## config.mk

```make
export PLATFORM = sky130hd
export DESIGN_NAME = kirsch_ternary_pattern_codes
export DESIGN_NICKNAME = d
export VERILOG_FILES = /design/src/rtl/ktp_pkg.sv /design/src/rtl/ktp_resp.sv /design/src/rtl/ktp_code.sv /design/src/rtl/kirsch_ternary_pattern_codes.sv
export SDC_FILE = /design/constraint.sdc
export NUM_CORES = 2
export LEC_CHECK = 0
export BUFFER_PORTS_ARGS = -buffer_cell sky130_fd_sc_hd__buf_4
export CORE_ASPECT_RATIO = 0.7
export CORE_UTILIZATION = 40
export DETAILED_ROUTE_END_ITERATION = 8
export PLACE_DENSITY_LB_ADDON = 0.15
export SLEW_MARGIN = 40
export SYNTH_ARGS = -nofsm -noshare
export SYNTH_HDL_FRONTEND = slang
export SYNTH_SLANG_ARGS = --single-unit
```

## constraint.sdc

```tcl
create_clock -name clk -period 18.8 [get_ports clk]
set_input_delay 1.88 -clock clk [delete_from_list [all_inputs] [get_ports clk]]
set_output_delay 1.88 -clock clk [all_outputs]
set_load 0.02 [all_outputs]
```

## src/rtl/ktp_pkg.sv

```systemverilog
// shared types, constants and the uniform-pattern table for the kirsch ternary pattern block
`timescale 1ns / 1ps
`default_nettype none

package ktp_pkg;

    localparam int RING_SIZE = 8;
    localparam logic [15:0] THRESHOLD_RESET = 16'd70;
    localparam logic [5:0] NONUNIFORM_BIN = 6'd58;

    typedef struct packed {
        logic [15:0] pix_nw;
        logic [15:0] pix_n;
        logic [15:0] pix_ne;
        logic [15:0] pix_w;
        logic [15:0] pix_e;
        logic [15:0] pix_sw;
        logic [15:0] pix_s;
        logic [15:0] pix_se;
    } pix_item_t;

    typedef struct packed {
        logic [7:0] pos_pattern;
        logic [7:0] neg_pattern;
        logic [5:0] pos_uniform;
        logic [5:0] neg_uniform;
    } code_item_t;

    typedef logic [5:0] bin_lut_t [256];

    // at most two transitions when read circularly
    function automatic logic is_uniform(input logic [7:0] code);
        logic [7:0] diff;
        int         n;
        diff = code ^ {code[6:0], code[7]};
        n = 0;
        for (int b = 0; b < 8; b++)
        begin
            n += int'(diff[b]);
        end
        return (n <= 2);
    endfunction

    function automatic bin_lut_t build_uniform_lut();
        bin_lut_t lut;
        int       rank;
        rank = 0;
        for (int c = 0; c < 256; c++)
        begin
            if (is_uniform(8'(c)))
            begin
                lut[c] = 6'(rank);
                rank++;
            end
            else
            begin
                lut[c] = NONUNIFORM_BIN;
            end
        end
        return lut;
    endfunction

    localparam bin_lut_t UNIFORM_LUT = build_uniform_lut();

endpackage

`default_nettype wire

```

## src/rtl/ktp_resp.sv

```systemverilog
// window sums and the eight compass responses, two pipeline stages
`timescale 1ns / 1ps
`default_nettype none

module ktp_resp #(
    parameter int PIXEL_BITS = 16
) (
    input  wire logic                                  clk,
    input  wire logic                                  rst_n,
    input  wire logic                                  pix_valid,
    output logic                                       pix_stall,
    input  wire ktp_pkg::pix_item_t                    pix,
    output logic                                       resp_valid,
    input  wire logic                                  resp_ready,
    output logic [ktp_pkg::RING_SIZE-1:0][PIXEL_BITS+5:0] resp
);

    localparam int SW = PIXEL_BITS + 2;
    localparam int TW = PIXEL_BITS + 3;
    localparam int RW = PIXEL_BITS + 6;
    localparam int RN = ktp_pkg::RING_SIZE;

    logic [RN-1:0][PIXEL_BITS-1:0] ring;
    logic [RN-1:0][SW-1:0]         sum3_next;
    logic [RN-1:0][SW-1:0]         sum3_reg;
    logic [TW-1:0]                 total_next;
    logic [TW-1:0]                 total_reg;
    logic [RN-1:0][RW-1:0]         resp_next;
    logic [RN-1:0][RW-1:0]         resp_reg;
    logic                          s1_valid_reg;
    logic                          s1_valid_next;
    logic                          s2_valid_reg;
    logic                          s2_valid_next;
    logic                          s1_en;
    logic                          s2_en;

    // neighbours in clockwise order from the top-left corner
    assign ring[0] = pix.pix_nw[PIXEL_BITS-1:0];
    assign ring[1] = pix.pix_n[PIXEL_BITS-1:0];
    assign ring[2] = pix.pix_ne[PIXEL_BITS-1:0];
    assign ring[3] = pix.pix_e[PIXEL_BITS-1:0];
    assign ring[4] = pix.pix_se[PIXEL_BITS-1:0];
    assign ring[5] = pix.pix_s[PIXEL_BITS-1:0];
    assign ring[6] = pix.pix_sw[PIXEL_BITS-1:0];
    assign ring[7] = pix.pix_w[PIXEL_BITS-1:0];

    assign s2_en     = !s2_valid_reg || resp_ready;
    assign s1_en     = !s1_valid_reg || s2_en;
    assign pix_stall = !s1_en;

    // mask i weights by 5 the three neighbours at ring positions 2-i, 3-i and 4-i, modulo 8
    for (genvar i = 0; i < RN; i++)
    begin : g_sum3
        assign sum3_next[i] = SW'(ring[(RN + 2 - i) % RN])
                            + SW'(ring[(RN + 3 - i) % RN])
                            + SW'(ring[(RN + 4 - i) % RN]);
    end

    assign total_next = (TW'(ring[0]) + TW'(ring[1])) + (TW'(ring[2]) + TW'(ring[3]))
                      + (TW'(ring[4]) + TW'(ring[5])) + (TW'(ring[6]) + TW'(ring[7]));

    // 5*s - 3*(total - s) = 8*s - 3*total
    for (genvar i = 0; i < RN; i++)
    begin : g_resp
        assign resp_next[i] = RW'({sum3_reg[i], 3'b000})
                            - (RW'(total_reg) + RW'({total_reg, 1'b0}));
    end

    always_comb
    begin
        s1_valid_next = s1_valid_reg;
        s2_valid_next = s2_valid_reg;
        if (s1_en)
        begin
            s1_valid_next = pix_valid;
        end
        if (s2_en)
        begin
            s2_valid_next = s1_valid_reg;
        end
    end

    always_ff @(posedge clk or negedge rst_n)
    begin
        if (!rst_n)
        begin
            s1_valid_reg <= 1'b0;
            s2_valid_reg <= 1'b0;
        end
        else
        begin
            s1_valid_reg <= s1_valid_next;
            s2_valid_reg <= s2_valid_next;
        end
    end

    always_ff @(posedge clk)
    begin
        if (s1_en)
        begin
            sum3_reg  <= sum3_next;
            total_reg <= total_next;
        end
        if (s2_en)
        begin
            resp_reg <= resp_next;
        end
    end

    assign resp_valid = s2_valid_reg;
    assign resp       = resp_reg;

endmodule

`default_nettype wire

```

## src/rtl/ktp_code.sv

```systemverilog
// threshold compares into ternary codes and uniform-bin lookup, two pipeline stages
`timescale 1ns / 1ps
`default_nettype none

module ktp_code #(
    parameter int PIXEL_BITS = 16
) (
    input  wire logic                                     clk,
    input  wire logic                                     rst_n,
    input  wire logic                                     resp_valid,
    output logic                                          resp_ready,
    input  wire logic [ktp_pkg::RING_SIZE-1:0][PIXEL_BITS+5:0] resp,
    input  wire logic [15:0]                              threshold,
    output logic                                          code_valid,
    input  wire logic                                     code_stall,
    output ktp_pkg::code_item_t                           code
);

    localparam int RW = PIXEL_BITS + 6;
    localparam int CW = (RW > 18) ? RW : 18;
    localparam int RN = ktp_pkg::RING_SIZE;

    logic signed [CW-1:0] thr_pos;
    logic signed [CW-1:0] thr_neg;
    logic [7:0]           pos_next;
    logic [7:0]           neg_next;
    logic [7:0]           pos_reg;
    logic [7:0]           neg_reg;
    ktp_pkg::code_item_t  code_next;
    ktp_pkg::code_item_t  code_reg;
    logic                 s3_valid_reg;
    logic                 s3_valid_next;
    logic                 s4_valid_reg;
    logic                 s4_valid_next;
    logic                 s3_en;
    logic                 s4_en;

    assign s4_en      = !s4_valid_reg || !code_stall;
    assign s3_en      = !s3_valid_reg || s4_en;
    assign resp_ready = s3_en;

    assign thr_pos = $signed({{(CW-16){1'b0}}, threshold});
    assign thr_neg = -thr_pos;

    for (genvar i = 0; i < RN; i++)
    begin : g_cmp
        logic signed [CW-1:0] r_ext;
        assign r_ext           = CW'($signed(resp[i]));
        assign pos_next[7 - i] = (r_ext >= thr_pos);
        assign neg_next[7 - i] = (r_ext <= thr_neg);
    end

    always_comb
    begin
        code_next.pos_pattern = pos_reg;
        code_next.neg_pattern = neg_reg;
        code_next.pos_uniform = ktp_pkg::UNIFORM_LUT[pos_reg];
        code_next.neg_uniform = ktp_pkg::UNIFORM_LUT[neg_reg];
    end

    always_comb
    begin
        s3_valid_next = s3_valid_reg;
        s4_valid_next = s4_valid_reg;
        if (s3_en)
        begin
            s3_valid_next = resp_valid;
        end
        if (s4_en)
        begin
            s4_valid_next = s3_valid_reg;
        end
    end

    always_ff @(posedge clk or negedge rst_n)
    begin
        if (!rst_n)
        begin
            s3_valid_reg <= 1'b0;
            s4_valid_reg <= 1'b0;
        end
        else
        begin
            s3_valid_reg <= s3_valid_next;
            s4_valid_reg <= s4_valid_next;
        end
    end

    always_ff @(posedge clk)
    begin
        if (s3_en)
        begin
            pos_reg <= pos_next;
            neg_reg <= neg_next;
        end
        if (s4_en)
        begin
            code_reg <= code_next;
        end
    end

    assign code_valid = s4_valid_reg;
    assign code       = code_reg;

endmodule

`default_nettype wire

```

## src/rtl/kirsch_ternary_pattern_codes.sv

```systemverilog
// top level of the kirsch ternary pattern code block
// four register stages lie between an accepted request and its result in the output register
// throughput: one request per cycle while code_stall is low, via per-stage valid bits
// a stalled output holds its result while earlier stages keep filling any bubbles
// reset: asynchronous active low, empties the pipeline and sets the threshold to 70
`timescale 1ns / 1ps
`default_nettype none

module kirsch_ternary_pattern_codes #(
    parameter int PIXEL_BITS = 16
) (
    input  wire logic                clk,
    input  wire logic                rst_n,
    input  wire logic                cfg_valid,
    output logic                     cfg_ready,
    input  wire logic [15:0]         cfg_data,
    input  wire logic                pix_valid,
    output logic                     pix_stall,
    input  wire ktp_pkg::pix_item_t  pix,
    output logic                     code_valid,
    input  wire logic                code_stall,
    output ktp_pkg::code_item_t      code
);

    logic [15:0]                                    threshold_reg;
    logic [15:0]                                    threshold_next;
    logic                                           resp_valid;
    logic                                           resp_ready;
    logic [ktp_pkg::RING_SIZE-1:0][PIXEL_BITS+5:0]  resp;

    assign cfg_ready = 1'b1;

    always_comb
    begin
        threshold_next = threshold_reg;
        if (cfg_valid && cfg_ready)
        begin
            threshold_next = cfg_data;
        end
    end

    always_ff @(posedge clk or negedge rst_n)
    begin
        if (!rst_n)
        begin
            threshold_reg <= ktp_pkg::THRESHOLD_RESET;
        end
        else
        begin
            threshold_reg <= threshold_next;
        end
    end

    ktp_resp #(
        .PIXEL_BITS (PIXEL_BITS)
    ) u_resp (
        .clk        (clk),
        .rst_n      (rst_n),
        .pix_valid  (pix_valid),
        .pix_stall  (pix_stall),
        .pix        (pix),
        .resp_valid (resp_valid),
        .resp_ready (resp_ready),
        .resp       (resp)
    );

    ktp_code #(
        .PIXEL_BITS (PIXEL_BITS)
    ) u_code (
        .clk        (clk),
        .rst_n      (rst_n),
        .resp_valid (resp_valid),
        .resp_ready (resp_ready),
        .resp       (resp),
        .threshold  (threshold_reg),
        .code_valid (code_valid),
        .code_stall (code_stall),
        .code       (code)
    );

endmodule

`default_nettype wire
```

# ---- After elaboration in Yosys (flattened, before gate mapping)
# Memories as Yosys holds them, arrays and structs flattened. A register that Yosys moved wholly into a read port is not among the register bits.
# Cells that the tools add are included.
dict set report op_classes {
  n_lt_le_gt_ge 16
  bitwise 2
  n_reduce_logical 10
  n_addsub 33
}
# op n
set ops {}
lappend ops {{adder 16 x 16 -> 17 bit} 12}
lappend ops {{>= comparator 22 x 17 -> 1 bit} 8}
lappend ops {{less-or-equal comparator 22 bit} 8}
lappend ops {{subtractor 21 x 22 -> 22 bit} 8}
lappend ops {{adder 18 x 16 -> 18 bit} 8}
lappend ops {{adder 19 bit} 3}
lappend ops {{negator 16 -> 22 bit} 1}
lappend ops {{adder 19 x 20 -> 21 bit} 1}
lappend ops {{inverter 8 -> 9 bit} 2}
lappend ops {{zero test 1 bit} 6}
lappend ops {{logical OR 1 bit} 4}
dict set report totals {
  mem_bits_ro 3072
  n_memories 2
  ff_bits 391
}
# name depth word_bits rd rd_ports_with_merged_regs wr line_no
set memory_table {}
lappend memory_table {{(no name shown)} 256 6 1 1 0 ktp_code.sv:57} ;# code_next.pos_uniform = ktp_pkg::UNIFORM_LUT[pos_reg];
lappend memory_table {{(no name shown)} 256 6 1 1 0 ktp_code.sv:58} ;# code_next.neg_uniform = ktp_pkg::UNIFORM_LUT[neg_reg];

# ---- Depth between registers and ports, before layout
dict set report depth {
  depth_word 6
  ltp_mapped 23
  ltp_nobuf 23
}

# ---- Cells and area by module
# From an unflattened synthesis, not the netlist that was laid out.
dict set report unflattened {
  cells_unflattened 3976
  hier_area_um2 39994.6
}
# module seq_area_each_um2 area_per_inst_um2 n_inst cells_per_inst
set modules_own_cells {}
lappend modules_own_cells {ktp_resp 9599.2 28727.6 1 2652}
lappend modules_own_cells {ktp_code 1371.3 10602.7 1 1288}
lappend modules_own_cells {kirsch_ternary_pattern_codes 404.1 664.4 1 36}

# ---- Worst setup path after synthesis
# Ideal clock, no wire load.
dict set report synth_path {
  path_kind {input-to-output}
  start {in code_stall}
  end {out pix_stall}
  setup_slack_ns 9.813
  arrival_ns 7.107
  required_ns 16.920
  stages 3
  cell_sequence {and3_1 nand3_1 inv_1}
}
dict set report synth_between {
  elab_chain_len 6
}
# item line_no
set synth_rtl {}
lappend synth_rtl {{start: declaration} kirsch_ternary_pattern_codes.sv:21} ;# input wire logic code_stall,
lappend synth_rtl {{zero test 1 bit} ktp_code.sv:38} ;# assign s4_en = !s4_valid_reg || !code_stall;
lappend synth_rtl {{logical OR 1 bit} ktp_code.sv:38}
lappend synth_rtl {{logical OR 1 bit} ktp_code.sv:39} ;# assign s3_en = !s3_valid_reg || s4_en;
lappend synth_rtl {{logical OR 1 bit} ktp_resp.sv:47} ;# assign s2_en = !s2_valid_reg || resp_ready;
lappend synth_rtl {{logical OR 1 bit} ktp_resp.sv:48} ;# assign s1_en = !s1_valid_reg || s2_en;
lappend synth_rtl {{zero test 1 bit} ktp_resp.sv:49} ;# assign pix_stall = !s1_en;
lappend synth_rtl {{end: declaration} kirsch_ternary_pattern_codes.sv:18} ;# output logic pix_stall,
# Every way passes these cells.

# ---- Worst setup path in the final report
dict set report layout_path {
  start {in pix[96] (netlist bit)}
  end {reg u_resp.total_reg[17], data pin}
}
dict set report layout_between {
  elab_chain_len 4
}
# item line_no
set layout_rtl {}
lappend layout_rtl {{start: declaration} kirsch_ternary_pattern_codes.sv:19} ;# input wire ktp_pkg::pix_item_t pix,
lappend layout_rtl {{adder 16 x 16 -> 17 bit} ktp_resp.sv:59} ;# assign total_next = (TW'(ring[0]) + TW'(ring[1])) + (TW'(ring[2]) + TW'(ring[3]))
lappend layout_rtl {{adder 19 bit} ktp_resp.sv:59}
lappend layout_rtl {{adder 19 bit (2 in series)} ktp_resp.sv:60} ;# + (TW'(ring[4]) + TW'(ring[5])) + (TW'(ring[6]) + TW'(ring[7]));
lappend layout_rtl {{net u_resp.total_next[17]} ktp_resp.sv:26} ;# logic [TW-1:0] total_next;
lappend layout_rtl {{end signal: assignment} ktp_resp.sv:102} ;# total_reg <= total_next;
lappend layout_rtl {{end: declaration} ktp_resp.sv:27} ;# logic [TW-1:0] total_reg;
# The timed path passes the listed nets, and every way through them passes these cells.
# A chain may end at the register's enable or synchronous reset.

==> impl_metrics.py <==
metrics = {
    "sta": {
        "setup_viol": 0,
        "min_period_ns": 6.882,
        "tns_ns": 0,
        "drv_slew": 0,
        "rsz0062_at_grt": "no",
        "fin_skew_ns": 0.04051,
        "relSlewSlack_pct": 35.40,
        "tightest_slew_ns": 0.9604,
        "finalCritPeriodShare_pct": 36.60,
        "fmax_mhz": 145.3,
        "final_hold_viol_count": 0,
    },
    "critical_path": {
        "cp.arrival_ns": 7.18,
        "crit_chain": "buf_4 -> ha_1 -> fa_1 -> a21o_1 -> a21oi_1 -> o21ai_0 -> a31oi_1 -> nor3_1 -> a2111oi_4 -> o21bai_1 -> xor2_1 -> fa_1 -> inv_1 -> fa_1 -> inv_1 -> ha_1 -> nand2_1 -> nand2_1 -> a21oi_1 -> nor2_1 -> a41o_1 -> nor3_1 -> o311ai_0",
        "slowest_delay_ns": 0.52,
        "endpoint_kind": "register",
        "cpMaxStageDelayCell": "fa_1",
        "cp_max_fo": 5,
        "cp-start-kind": "input port",
        "cpMostUsedCell": "fa_1",
        "worstSetupPathType": "input port to register",
        "required_ns": 19.09,
    },
    "detailed_routing": {
        "drt-met1-wl_microns": 68650,
        "drtPass1Iterations": 5,
        "avgRoutedWirePerCell_microns": 24.39,
        "wirelength_microns": 135800,
        "wl_met2_microns": 55460,
        "ant_nets": 0,
        "drtIter0Drc": 2884,
        "top_layer": "met5",
        "dr_wl_met3_microns": 9007,
        "routed-via-count": 32480,
        "vias_per_cell": 5.835,
        "drc": 0,
    },
    "clocking": {
        "cts_resized": 0,
        "insertion_delay_ns": 0.61,
        "post_cts.repair.setup_buffers": 0,
        "cts_hold_buf": 0,
        "cts-buffers-inserted": 45,
        "tritoncts": "yes",
        "root_buffer": "clkbuf_16",
        "cts.reportedPaths.clkPinSlew_ns": 0.06,
        "cts_num_sinks": 382,
        "h-tree-depth": 2,
        "clockBufferDepth": 3,
    },
    "synth": {
        "synth_nets": 4923,
        "yosysWarnings": 0,
        "synthArstFlopShare_pct": 5.236,
        "yosysUniqueCellTypes": 96,
        "synth_edf_count": 362,
        "synth-main-ff-cell": "edfxtp_1",
        "syn_inst": 4009,
        "syn_area_sq_mm": 0.03924,
        "avgSynthCellArea_sq_um": 9.789,
        "ys_ff_latch": 382,
        "synth-seq-area-share_pct": 28.99,
    },
    "floorplanning": {
        "die_w_microns": 376.4,
        "die-area_sq_mm": 0.09938,
        "core_sq_mm": 0.09664,
        "ioPinCount": 180,
        "start_util_pct": 40.61,
        "rows": 95,
        "die_height_microns": 264.1,
    },
    "global_routing": {
        "grt_max_degree": 83,
        "first_global_vias": 29830,
        "grt_first_pass_wirelength_microns": 194900,
        "grt_usage_pct": 26.62,
        "antenna_found_initial": 10,
        "gr-total-overflow": 0,
    },
    "placement": {
        "place_congestion": 0.9530,
        "io_buffers": 178,
        "dp_hpwl_microns": 114700,
    },
    "min_path": {
        "hold_class": "register to register",
    },
    "final_layout": {
        "final_cell_mix": "ha_1, a21oi_1, edfxtp_1",
        "largest_reg_flops": 155,
        "insertedDiodeCount": 0,
        "nets": 5135,
        "drive_above_1_share_pct": 9.629,
        "final_common_cell": "ha_1",
        "synthToLayoutAreaGrowth_pct": 11.93,
    },
    "status": {
        "outcome": "complete, no violations",
    },
    "run": {
        "cap_viol_max_count": 0,
    },
}
==> cell families after synthesis <==
kind of cell / Yosys count / synth area share, %
XOR/XNOR: 394 / 8.813
AND/OR/NAND/NOR: 828 / 10.53
other: 1 / 0.009556
buffers and inverters: 275 / 2.681
multiplexers: 14 / 0.3762
adder cells (fa/ha/maj): 765 / 25.37
flip-flops: 382 / 28.99
AO/OA/AOI/OAI: 1350 / 23.23
==> cells in the mapped netlist, types with 44 or more instances <==
master / number / area (sq um)
fa_1: 51 / 1021
o21ai_0: 220 / 1101
o21bai_1: 59 / 442.9
nor2b_1: 44 / 275.3
ha_1: 714 / 8934
inv_1: 227 / 852.1
o21a_1: 66 / 495.5
nand2_1: 188 / 705.7
nor2_1: 242 / 908.4
a21o_1: 260 / 1952
xnor2_1: 260 / 2277
edfxtp_1: 362 / 10870
a21oi_1: 380 / 1902
xor2_1: 133 / 1165
nand4_1: 72 / 450.4
nand3_1: 64 / 320.3
==> path summary, 6_finish.rpt <==
check | to | slack (ns) | cells past startpoint | from
min in group asynchronous | threshold_reg[0]$_DFFE_PN0P_ | 1.17 | 1 | rst_n
min reg2reg | u_code.code_valid$_DFFE_PN0P_ | 0.46 | 1 | u_code.s3_valid_reg$_DFFE_PN0P_
max reg2reg | u_code.neg_reg[2]$_DFFE_PP_ | 13.34 | 16 | threshold_reg[7]$_DFFE_PN0P_
max in group asynchronous | threshold_reg[6]$_DFFE_PN1P_ | 17.34 | 1 | rst_n
max | u_resp.total_reg[17]$_DFFE_PN_ | 11.92 | 23 | pix[96]
min | u_code.code_valid$_DFFE_PN0P_ | 0.46 | 1 | u_code.s3_valid_reg$_DFFE_PN0P_
==> metal layers <==
layer	track usage (%)	vias to the layer above
met1	41.90	15670
met5	0	-
met2	38.86	1060
li1	-	15640
met3	2.480	113
met4	5.537	2
==> critical path: cells and delay by family <==
kind / cells / cell delay, ns
AND/OR/NAND/NOR: 5 / 0.54
AO/OA/AOI/OAI: 9 / 2.30
adder cells (fa/ha/maj): 5 / 2.03
buffers and inverters: 3 / 0.22
XOR/XNOR: 1 / 0.19
==> per-stage QoR <==
step                      cell area [sq um]  worst slack, ns  utilization [%]  hold slack [ns]  instances
after global placement                42280            11.39            43.76           0.4350       5481
final                                 43920            11.92            45.45           0.4568       5567
after detailed placement              42380            11.36            43.85           0.4492       5482
after floorplan                       39240            9.813                -           0.4244       4009
after CTS                             43910            11.96            45.43           0.4629       5566
after global routing                  43920            11.63            45.45           0.4723       5567
==> cell type report <==
class | count | area [sq um]
Clock buffer | 51 | 1170
Clock inverter | 33 | 359.1
Fill cell | 9278 | 52710
Inverter | 227 | 852.1
Multi-Input combinational cell | 3352 | 26920
Sequential cell | 382 | 11370
Tap cell | 1309 | 1638
Timing Repair Buffer | 213 | 1614
Power is not shown: default switching activity piles up to over one toggle a cycle in this logic, so the estimate is an artifact.
